File: src/rtl/maf_pkg.sv
// shared constants and controller/datapath interface types for the moving average filter
`timescale 1ns / 1ps
`default_nettype none

package maf_pkg;

    // default store depth and sample width
    localparam int MAF_DEPTH        = 64;
    localparam int MAF_SAMPLE_WIDTH = 16;

    // window length register
    localparam int         CFG_W     = 7;
    localparam logic [6:0] CFG_RESET = 7'd64;

    // operation codes
    localparam logic OP_FILTER  = 1'b0;
    localparam logic OP_PRELOAD = 1'b1;

    // commands from controller to datapath
    typedef struct packed {
        logic accept;       // latch sample and window length on input transfer
        logic clear_step;   // write one zero entry of the clearing sweep
        logic fill_step;    // write one entry of the preload sweep
        logic read;         // read the entry under the write pointer
        logic update;       // update running sum, store sample, advance pointer
        logic div_start;    // load the divider with the running sum
        logic take_quot;    // capture the saturated quotient as the result
        logic take_sample;  // capture the preload sample as the result
        logic load_out;     // move the result into the output register
    } t_maf_cmd;

    // status from datapath to controller
    typedef struct packed {
        logic sweep_last;   // sweep is at the last entry
        logic div_done;     // quotient is ready
    } t_maf_status;

endpackage

`default_nettype wire

File: src/rtl/moving_average_filter.sv
// Boxcar moving average filter: ring of recent samples, running sum, iterative divide.
// Filter item: read the entry under the pointer, update sum and ring, then divide;
// the divider gives one bit per cycle. Input ready stays low until the result is loaded.
// Preload item: the sweep writes one entry a cycle, the sample within the window, zero beyond.
// Reset (synchronous, active low) clears pointer and sum, then a clearing pass
// zeroes the ring with input ready low; window length resets to 64.
`timescale 1ns / 1ps
`default_nettype none

module moving_average_filter
    import maf_pkg::*;
#(
    parameter int DEPTH        = MAF_DEPTH,
    parameter int SAMPLE_WIDTH = MAF_SAMPLE_WIDTH
) (
    input  wire logic                           i_clk,
    input  wire logic                           i_rst_n,
    input  wire logic                           i_cfg_valid,
    output logic                                o_cfg_ready,
    input  wire logic        [CFG_W-1:0]        i_cfg_data,
    input  wire logic                           i_in_valid,
    output logic                                o_in_ready,
    input  wire logic                           i_operation,
    input  wire logic signed [SAMPLE_WIDTH-1:0] i_sample,
    output logic                                o_out_valid,
    input  wire logic                           i_out_ready,
    output logic signed      [SAMPLE_WIDTH-1:0] o_average
);

    t_maf_cmd    w_cmd;
    t_maf_status w_status;
    logic        w_cfg_we;

    // configuration register is always writable
    assign o_cfg_ready = 1'b1;
    assign w_cfg_we    = i_cfg_valid & o_cfg_ready;

    // controller
    maf_ctrl u_ctrl (
        .i_clk       (i_clk),
        .i_rst_n     (i_rst_n),
        .i_in_valid  (i_in_valid),
        .i_operation (i_operation),
        .o_in_ready  (o_in_ready),
        .o_out_valid (o_out_valid),
        .i_out_ready (i_out_ready),
        .o_cmd       (w_cmd),
        .i_status    (w_status)
    );

    // datapath
    maf_datapath #(
        .DEPTH        (DEPTH),
        .SAMPLE_WIDTH (SAMPLE_WIDTH)
    ) u_datapath (
        .i_clk      (i_clk),
        .i_rst_n    (i_rst_n),
        .i_cmd      (w_cmd),
        .o_status   (w_status),
        .i_cfg_we   (w_cfg_we),
        .i_cfg_data (i_cfg_data),
        .i_sample   (i_sample),
        .o_average  (o_average)
    );

`ifndef SYNTH
    // no second transfer straight after an input transfer
    a_one_item_at_a_time: assert property (@(posedge i_clk) disable iff (!i_rst_n)
        (i_in_valid && o_in_ready) |=> !o_in_ready)
        else $error("input taken while an item is in progress");

    // clearing pass holds off input in the first cycle after reset
    a_clear_after_reset: assert property (@(posedge i_clk) disable iff (!i_rst_n)
        !$past(i_rst_n) |-> !o_in_ready)
        else $error("input ready during clearing pass");

    // the divider only finishes while an item is in progress
    a_div_done_busy: assert property (@(posedge i_clk) disable iff (!i_rst_n)
        w_status.div_done |-> !o_in_ready)
        else $error("divider finished while idle");
`endif

endmodule

`default_nettype wire

File: src/rtl/maf_div.sv
// iterative restoring divider: signed running sum by window length, saturated to sample range
`timescale 1ns / 1ps
`default_nettype none

module maf_div
    import maf_pkg::*;
#(
    parameter int SUM_W        = 22,
    parameter int LEN_W        = 7,
    parameter int SAMPLE_WIDTH = MAF_SAMPLE_WIDTH
) (
    input  wire logic                           i_clk,
    input  wire logic                           i_rst_n,
    input  wire logic                           i_start,
    input  wire logic signed [SUM_W-1:0]        i_dividend,
    input  wire logic        [LEN_W-1:0]        i_divisor,
    output logic                                o_done,
    output logic signed      [SAMPLE_WIDTH-1:0] o_quotient
);

    localparam int CNT_W = $clog2(SUM_W + 1);

    logic [CNT_W-1:0] r_count;
    logic             r_done;
    logic             r_neg;
    logic [SUM_W-1:0] r_quot;
    logic [LEN_W-1:0] r_rem;
    logic [LEN_W-1:0] r_div;

    logic [LEN_W:0]   w_trial;
    logic [LEN_W:0]   w_diff;
    logic             w_ge;
    logic [SUM_W-1:0] w_mag;
    logic [SUM_W-1:0] w_neg_quot;
    logic [SUM_W-1:0] w_lim_pos;
    logic [SUM_W-1:0] w_lim_neg;

    // one quotient bit per cycle
    always_comb begin
        w_trial = {r_rem, r_quot[SUM_W-1]};
        w_ge    = (w_trial >= {1'b0, r_div});
        w_diff  = w_trial - {1'b0, r_div};
    end

    // magnitude of the dividend
    assign w_mag = i_dividend[SUM_W-1] ? (~i_dividend + 1'b1) : i_dividend;

    // step counter and done flag
    always_ff @(posedge i_clk) begin
        if (!i_rst_n) begin
            r_count <= '0;
            r_done  <= 1'b0;
        end else begin
            r_done <= 1'b0;
            if (i_start) begin
                r_count <= CNT_W'(SUM_W);
            end else if (r_count != '0) begin
                r_count <= r_count - 1'b1;
                if (r_count == CNT_W'(1)) begin
                    r_done <= 1'b1;
                end
            end
        end
    end

    // remainder and quotient shift register
    always_ff @(posedge i_clk) begin
        if (i_start) begin
            r_neg  <= i_dividend[SUM_W-1];
            r_quot <= w_mag;
            r_rem  <= '0;
            r_div  <= i_divisor;
        end else if (r_count != '0) begin
            r_quot <= {r_quot[SUM_W-2:0], w_ge};
            r_rem  <= w_ge ? w_diff[LEN_W-1:0] : w_trial[LEN_W-1:0];
        end
    end

    // sign and saturation
    assign w_lim_pos  = {{(SUM_W-SAMPLE_WIDTH+1){1'b0}}, {(SAMPLE_WIDTH-1){1'b1}}};
    assign w_lim_neg  = w_lim_pos + 1'b1;
    assign w_neg_quot = ~r_quot + 1'b1;

    always_comb begin
        if (r_neg) begin
            if (r_quot > w_lim_neg) begin
                o_quotient = {1'b1, {(SAMPLE_WIDTH-1){1'b0}}};
            end else begin
                o_quotient = w_neg_quot[SAMPLE_WIDTH-1:0];
            end
        end else begin
            if (r_quot > w_lim_pos) begin
                o_quotient = {1'b0, {(SAMPLE_WIDTH-1){1'b1}}};
            end else begin
                o_quotient = r_quot[SAMPLE_WIDTH-1:0];
            end
        end
    end

    assign o_done = r_done;

endmodule

`default_nettype wire

File: src/rtl/maf_datapath.sv
// datapath: sample ring, write pointer, running sum, divider and result registers
`timescale 1ns / 1ps
`default_nettype none

module maf_datapath
    import maf_pkg::*;
#(
    parameter int DEPTH        = MAF_DEPTH,
    parameter int SAMPLE_WIDTH = MAF_SAMPLE_WIDTH
) (
    input  wire logic                           i_clk,
    input  wire logic                           i_rst_n,
    input  wire t_maf_cmd                       i_cmd,
    output t_maf_status                         o_status,
    input  wire logic                           i_cfg_we,
    input  wire logic        [CFG_W-1:0]        i_cfg_data,
    input  wire logic signed [SAMPLE_WIDTH-1:0] i_sample,
    output logic signed      [SAMPLE_WIDTH-1:0] o_average
);

    localparam int PTR_W = (DEPTH > 1) ? $clog2(DEPTH) : 1;
    localparam int LEN_W = PTR_W + 1;
    localparam int SUM_W = SAMPLE_WIDTH + PTR_W;
    localparam int CMP_W = (CFG_W > LEN_W) ? CFG_W : LEN_W;

    logic        [CFG_W-1:0]        r_window_length;
    logic        [PTR_W-1:0]        r_ptr;
    logic        [PTR_W-1:0]        r_addr;
    logic signed [SUM_W-1:0]        r_sum;
    logic signed [SAMPLE_WIDTH-1:0] r_sample;
    logic        [LEN_W-1:0]        r_len;
    logic        [SAMPLE_WIDTH-1:0] r_rd_data;
    logic signed [SAMPLE_WIDTH-1:0] r_result;
    logic signed [SAMPLE_WIDTH-1:0] r_average;
    logic        [SAMPLE_WIDTH-1:0] r_ring [DEPTH];

    logic        [CMP_W-1:0]              w_cfg_ext;
    logic        [CMP_W-1:0]              w_eff_len;
    logic                                 w_sweep_last;
    logic        [PTR_W-1:0]              w_addr_next;
    logic        [LEN_W-1:0]              w_ptr_inc;
    logic        [PTR_W-1:0]              w_ptr_next;
    logic signed [SUM_W-1:0]              w_old_ext;
    logic signed [SUM_W-1:0]              w_new_ext;
    logic signed [SAMPLE_WIDTH+LEN_W:0]   w_prod;
    logic                                 w_wr_en;
    logic        [PTR_W-1:0]              w_wr_addr;
    logic        [SAMPLE_WIDTH-1:0]       w_wr_data;
    logic                                 w_div_done;
    logic signed [SAMPLE_WIDTH-1:0]       w_quot;

    // effective window length: zero means one, above the depth means the depth
    always_comb begin
        w_cfg_ext = CMP_W'(r_window_length);
        if (w_cfg_ext == '0) begin
            w_eff_len = CMP_W'(1);
        end else if (w_cfg_ext > CMP_W'(DEPTH)) begin
            w_eff_len = CMP_W'(DEPTH);
        end else begin
            w_eff_len = w_cfg_ext;
        end
    end

    // sweep address and pointer arithmetic
    assign w_sweep_last = (r_addr == PTR_W'(DEPTH - 1));
    assign w_addr_next  = w_sweep_last ? '0 : r_addr + 1'b1;
    assign w_ptr_inc    = {1'b0, r_ptr} + 1'b1;
    assign w_ptr_next   = (w_ptr_inc >= r_len) ? '0 : w_ptr_inc[PTR_W-1:0];

    // sign-extended samples and preload sum
    assign w_old_ext = {{PTR_W{r_rd_data[SAMPLE_WIDTH-1]}}, r_rd_data};
    assign w_new_ext = {{PTR_W{r_sample[SAMPLE_WIDTH-1]}}, r_sample};
    assign w_prod    = r_sample * $signed({1'b0, r_len});

    // ring write port
    always_comb begin
        w_wr_en   = i_cmd.clear_step | i_cmd.fill_step | i_cmd.update;
        w_wr_addr = i_cmd.update ? r_ptr : r_addr;
        if (i_cmd.update) begin
            w_wr_data = r_sample;
        end else if (i_cmd.clear_step || ({1'b0, r_addr} >= r_len)) begin
            w_wr_data = '0;
        end else begin
            w_wr_data = r_sample;
        end
    end

    // sample ring
    always_ff @(posedge i_clk) begin
        if (w_wr_en) begin
            r_ring[w_wr_addr] <= w_wr_data;
        end
    end

    always_ff @(posedge i_clk) begin
        if (i_cmd.read) begin
            r_rd_data <= r_ring[r_ptr];
        end
    end

    // window length register, pointer, sweep address and running sum
    always_ff @(posedge i_clk) begin
        if (!i_rst_n) begin
            r_window_length <= CFG_RESET;
            r_ptr           <= '0;
            r_addr          <= '0;
            r_sum           <= '0;
        end else begin
            if (i_cfg_we) begin
                r_window_length <= i_cfg_data;
            end
            if (i_cmd.clear_step) begin
                r_addr <= w_addr_next;
                r_ptr  <= '0;
                r_sum  <= '0;
            end else if (i_cmd.fill_step) begin
                r_addr <= w_addr_next;
                r_ptr  <= '0;
                r_sum  <= w_prod[SUM_W-1:0];
            end else if (i_cmd.update) begin
                r_ptr <= w_ptr_next;
                r_sum <= r_sum - w_old_ext + w_new_ext;
            end
        end
    end

    // latch the item on transfer
    always_ff @(posedge i_clk) begin
        if (i_cmd.accept) begin
            r_sample <= i_sample;
            r_len    <= w_eff_len[LEN_W-1:0];
        end
    end

    // divider
    maf_div #(
        .SUM_W        (SUM_W),
        .LEN_W        (LEN_W),
        .SAMPLE_WIDTH (SAMPLE_WIDTH)
    ) u_div (
        .i_clk      (i_clk),
        .i_rst_n    (i_rst_n),
        .i_start    (i_cmd.div_start),
        .i_dividend (r_sum),
        .i_divisor  (r_len),
        .o_done     (w_div_done),
        .o_quotient (w_quot)
    );

    // result and output registers
    always_ff @(posedge i_clk) begin
        if (i_cmd.take_quot) begin
            r_result <= w_quot;
        end else if (i_cmd.take_sample) begin
            r_result <= r_sample;
        end
        if (i_cmd.load_out) begin
            r_average <= r_result;
        end
    end

    assign o_status.sweep_last = w_sweep_last;
    assign o_status.div_done   = w_div_done;
    assign o_average           = r_average;

endmodule

`default_nettype wire

File: src/rtl/maf_ctrl.sv
// controller: sequences clearing, filtering, preload and output transfer
`timescale 1ns / 1ps
`default_nettype none

module maf_ctrl
    import maf_pkg::*;
(
    input  wire logic        i_clk,
    input  wire logic        i_rst_n,
    input  wire logic        i_in_valid,
    input  wire logic        i_operation,
    output logic             o_in_ready,
    output logic             o_out_valid,
    input  wire logic        i_out_ready,
    output t_maf_cmd         o_cmd,
    input  wire t_maf_status i_status
);

    typedef enum logic [7:0] {
        S_CLEAR  = 8'b0000_0001,
        S_IDLE   = 8'b0000_0010,
        S_READ   = 8'b0000_0100,
        S_UPDATE = 8'b0000_1000,
        S_DSTART = 8'b0001_0000,
        S_DIV    = 8'b0010_0000,
        S_FILL   = 8'b0100_0000,
        S_FINISH = 8'b1000_0000
    } t_state;

    t_state r_state;
    t_state n_state;
    logic   r_out_valid;
    logic   n_out_valid;

    // next state and commands
    always_comb begin
        n_state     = r_state;
        n_out_valid = r_out_valid;
        o_cmd       = '0;
        if (r_out_valid && i_out_ready) begin
            n_out_valid = 1'b0;
        end
        unique case (r_state)
            S_CLEAR: begin
                o_cmd.clear_step = 1'b1;
                if (i_status.sweep_last) begin
                    n_state = S_IDLE;
                end
            end
            S_IDLE: begin
                if (i_in_valid) begin
                    o_cmd.accept = 1'b1;
                    n_state      = (i_operation == OP_PRELOAD) ? S_FILL : S_READ;
                end
            end
            S_READ: begin
                o_cmd.read = 1'b1;
                n_state    = S_UPDATE;
            end
            S_UPDATE: begin
                o_cmd.update = 1'b1;
                n_state      = S_DSTART;
            end
            S_DSTART: begin
                o_cmd.div_start = 1'b1;
                n_state         = S_DIV;
            end
            S_DIV: begin
                if (i_status.div_done) begin
                    o_cmd.take_quot = 1'b1;
                    n_state         = S_FINISH;
                end
            end
            S_FILL: begin
                o_cmd.fill_step = 1'b1;
                if (i_status.sweep_last) begin
                    o_cmd.take_sample = 1'b1;
                    n_state           = S_FINISH;
                end
            end
            S_FINISH: begin
                if (!r_out_valid || i_out_ready) begin
                    o_cmd.load_out = 1'b1;
                    n_out_valid    = 1'b1;
                    n_state        = S_IDLE;
                end
            end
            default: begin
                n_state = S_IDLE;
            end
        endcase
    end

    // state and output valid registers
    always_ff @(posedge i_clk) begin
        if (!i_rst_n) begin
            r_state     <= S_CLEAR;
            r_out_valid <= 1'b0;
        end else begin
            r_state     <= n_state;
            r_out_valid <= n_out_valid;
        end
    end

    assign o_in_ready  = (r_state == S_IDLE);
    assign o_out_valid = r_out_valid;

endmodule

`default_nettype wire
File: config.mk
export PLATFORM = sky130hd
export DESIGN_NAME = moving_average_filter
export DESIGN_NICKNAME = d
export VERILOG_FILES = /design/src/rtl/maf_pkg.sv /design/src/rtl/moving_average_filter.sv /design/src/rtl/maf_div.sv /design/src/rtl/maf_datapath.sv /design/src/rtl/maf_ctrl.sv
export SDC_FILE = /design/constraint.sdc
export NUM_CORES = 2
export LEC_CHECK = 0
export ABC_AREA = 1
export BUFFER_PORTS_ARGS = -buffer_cell sky130_fd_sc_hd__buf_2
export CORE_UTILIZATION = 40
export CTS_CLUSTER_SIZE = 8
export DETAILED_ROUTE_END_ITERATION = 8
export PLACE_DENSITY_LB_ADDON = 0.25
export RECOVER_POWER = 25
export SLEW_MARGIN = 0
export SYNTH_ARGS = -nofsm -noshare
export SYNTH_HDL_FRONTEND = slang
export SYNTH_SLANG_ARGS = --single-unit
File: constraint.sdc
create_clock -name i_clk -period 4.8 [get_ports i_clk]
set_input_delay 0.72 -clock i_clk [delete_from_list [all_inputs] [get_ports i_clk]]
set_output_delay 0.72 -clock i_clk [all_outputs]
set_load 0.02 [all_outputs]
==> summary.txt <==
Global route
  – Total gr overflow: 0
  – Largest net degree at the start of global routing: ~160
  – First-pass GRT wire length: 239 mm
  – GRT Overall Usage: a little under a quarter
  – Initial antenna violation count: 0
  – Number of global-route vias before repair: 37300

STA
  – Peak Freq: 220 MHz
  – Final setup margin: about 0.25 ns
  – RSZ-0062 raised after global routing: no
  – Setup Skew: 0.0473 ns
  – Final critical-path share of the clock period: a little over nine tenths
  – Final setup TNS: 0 ns
  – Max Slew Vio Count: about 200
  – Final Hold Violating Endpoints: 0
  – Actual slew at the worst max-slew pin: about 1.8 ns
  – Slew HR: -19.6%
  – Min Clock Period, post-route: roughly 4.6 ns
  – Final Hold Slack: roughly 0.11 ns
  – Final setup violating endpoints: 0

Power
  – Max IR drop VDD: 0.403 mV
  – Total power per unit cell area: between 400 and 500 nW/um^2
  – Leakage: ~23 nW
  – Power Total: between 30 and 40 mW

Logic synthesis
  – Syn nets: between 5000 and 6000
  – Largest family of logic cells by synthesized area: compound AO/OA/AOI/OAI gates
  – Count leader, synth: edfxtp_1
  – Area fraction of the dominant cell type after synthesis: around 60%
  – Mapped Avg Cell Area: roughly 11 um^2
  – Post-synthesis mux area share: 0%
  – Most used flip-flop cell after synthesis: edfxtp_1
  – Seq/Total Area, Yosys: 63.9%
  – Most common library cells after synthesis: edfxtp_1, nor2_1, o21ai_0, nand2_1, inv_1
  – Netlist cell types: 51
  – Xor-xnor portion of the synthesized cell area: less than 1%
  – FF+latch count, synth: about 1200
  – Cell taking the most area after synthesis: edfxtp_1
  – Cells after Synth: between 5000 and 6000
  – Post-synthesis compound-gate area fraction: between 10% and 20%
  – Post-synth ARST share: 0%
  – Post-synth EDFFs: between 1000 and 1500
  – Simple-gate share of the synthesized area: between 10% and 20%
  – Synth area leaders: edfxtp_1, o21ai_0, nor2_1
  – Synth Warn #: 0
  – Synthesized cell area: ~55000 um^2
  – Synth Area in Adders: around 5.9%

Placed design
  – Placer Congestion: ~0.9
  – Placed instance count: roughly 6700
  – Port bufs: 46
  – Placed Instance Area: roughly 58000 um^2
  – DP Worst Slack: 0.260 ns
  – Post-DP HPWL: roughly 96 mm

Setup path
  – Crit path cell chain: nor2_1, nand2_1, inv_1, nand3_1, clkbuf_1, a21oi_1, buf_12
  – CP peak stage delay: 1.37 ns
  – Worst EP required: 5.25 ns
  – Critical-path top delay cell: clkbuf_1
  – Setup crit start: u_ctrl.r_state[6]
  – CP endpoint: u_datapath.r_ring[62][8]
  – R2R Path Start: u_ctrl.r_state[6]
  – WP depth: 7
  – R2r endpoint: u_datapath.r_ring[62][8]
  – Worst Path Max Fanout: 48
  – Setup CP Type: flip-flop to flip-flop
  – Worst Path Buf+Inv: 3
  – Setup slack, reg-to-reg: 0.25 ns
  – Setup crit end kind: flip-flop
  – Critical path's top delay family: buffers and inverters
  – Setup crit start kind: flip-flop
  – Register-to-Register Path Depth: 7
  – WP data arrival: roughly 5.0 ns

Status
  – Failing checks: max-capacitance violations, max-slew violations
  – Status: finished, violations left

Clock tree
  – Clk buf depth: 3
  – CTS tree: done
  – Clock Latency Late Sink: between 0.7 and 0.8 ns
  – Num CTS Buffers: 168
  – H-tree Lvls: 4
  – Number of clock sinks: 1188
  – # hold bufs at CTS: 0
  – Clock transition at path regs: about 0.050 ns
  – Clock root cell: clkbuf_16

Layout
  – P&R area growth vs syn: 13.1%
  – NumNets Final: between 5000 and 6000
  – Final instance area: ~62000 um^2
  – Final cell count without fillers: approximately 7000
  – Post-Route Utilization: 45.7%
  – Number of fill cells: 12500
  – Share of post-route cells with drive strength above 1: ~7.5%
  – Number of diodes: 0

Floorplanning
  – Die ar.: between 100000 and 150000 um^2
  – Die height: between 300 and 400 um
  – Row count: between 100 and 150
  – Io pins: between 40 and 50
  – Core ar.: around 140000 um^2
  – Chip width: about 370 um
  – Initial Util: between 40% and 50%

Detailed routing
  – DR vias: around 39000
  – Final wirelength: ~160 mm
  – Initial DRC count: 3767
  – Post-route ant nets: 0
  – Pre-antenna DRT Iters: 6
  – WL/cell: 23.0 um
  – Vias/cell: around 5.6
  – # DRC: 0

Run
  – Maxcap violations: 3

Worst hold path
  – Worst Hold Class: primary input to flip-flop
  – Cells on Worst Hold Path: 1
## cells in the final DEF, fill, tap and decap left out, types with 14 or more instances in the layout
cell type	n
nor3_1	23
clkbuf_2	14
buf_12	15
buf_4	104
inv_1	435
o21ai_1	30
edfxtp_1	1125
a21oi_1	177
o22ai_1	249
ha_1	94
buf_2	14
clkbuf_16	172
nand4_1	27
clkbuf_1	74
o21ai_0	707
o211ai_1	18
xor2_1	37
nand3_1	147
dfxtp_1	58
nand2_1	625
nor2_1	788
fa_1	103
## report_power, final
group	switching, mW	leakage (nW)	internal, mW
sequential	0.263	10.8	12.8
combinational	4.60	10.3	1.78
clock	4.31	2.26	6.41
total	9.18	23.3	21.0
## worst reg2reg max path: stages (launching register included)
cell and delay [ns]:
dfxtp_1 0.40, nor2_1 0.10, nand2_1 0.11, inv_1 0.07, nand3_1 0.79, clkbuf_1 1.38, a21oi_1 0.89, buf_12 0.42
## worst min path at each step
stage,from,to,slack (ns)
after floorplan,u_datapath.r_result[0],u_datapath.o_average[0],0.40
after global placement,u_datapath.r_result[10],u_datapath.o_average[10],0.40
after detailed placement,u_datapath.r_result[9],u_datapath.o_average[9],0.40
after CTS,i_sample[10],u_datapath.r_sample[10],0.04
after global routing,i_sample[10],u_datapath.r_sample[10],0.08
final,i_sample[10],u_datapath.r_sample[10],0.11
## area by class of cell
class	instances	area (um^2)	share of cell area, %
sequential	1188	35100	56.5
multi-input combinational	3127	17000	27.4
clock buffer	200	4430	7.14
tap	1781	2230	3.59
inverter	449	1700	2.74
timing repair buffer	197	1420	2.29
clock inverter	14	206	0.333
## repair_timing
item | in CTS | in global routing
hold endpoints to repair | 0 | 0
endpoints found under the setup margin | 0 | 3
setup buffers | 0 | 6
resized for setup | 0 | 2
## sequential cells by signal, summed over array words and instances (netlist names)
signal,count
u_datapath.r_ptr,6
u_datapath.r_len,7
u_datapath.r_sum,22
u_datapath.u_div.r_div,7
u_datapath.u_div.r_neg,1
u_datapath.r_rd_data,16
u_datapath.u_div.r_count,5
u_datapath.u_div.r_quot,22
u_datapath.r_window_length,7
u_datapath.u_div.o_done,1
u_datapath.u_div.r_rem,7
u_datapath.r_sample,16
u_datapath.r_ring,1024
u_datapath.r_result,16
u_datapath.o_average,16
u_ctrl.r_state,8
u_ctrl.o_out_valid,1
u_datapath.r_addr,6
## cell families after synthesis
family	after synthesis
and+or+nand+nor	1648
AOI/OAI and AO/OA	1236
DFF	1188
buffers and inverters	737
adders and majority gates	197
xor gates and xnor gates	45
other	1
## layer usage
metal  global-route usage (%)  share of wire [%]  vias up
met5                        0                  0        -
met4                     7.21                2.7        0
met3                     3.41                7.4      239
met2                     36.8                 47     1540
met1                     32.4                 43    19200
li1                         -                  -    17800
Power figures use the tool's default switching activity.
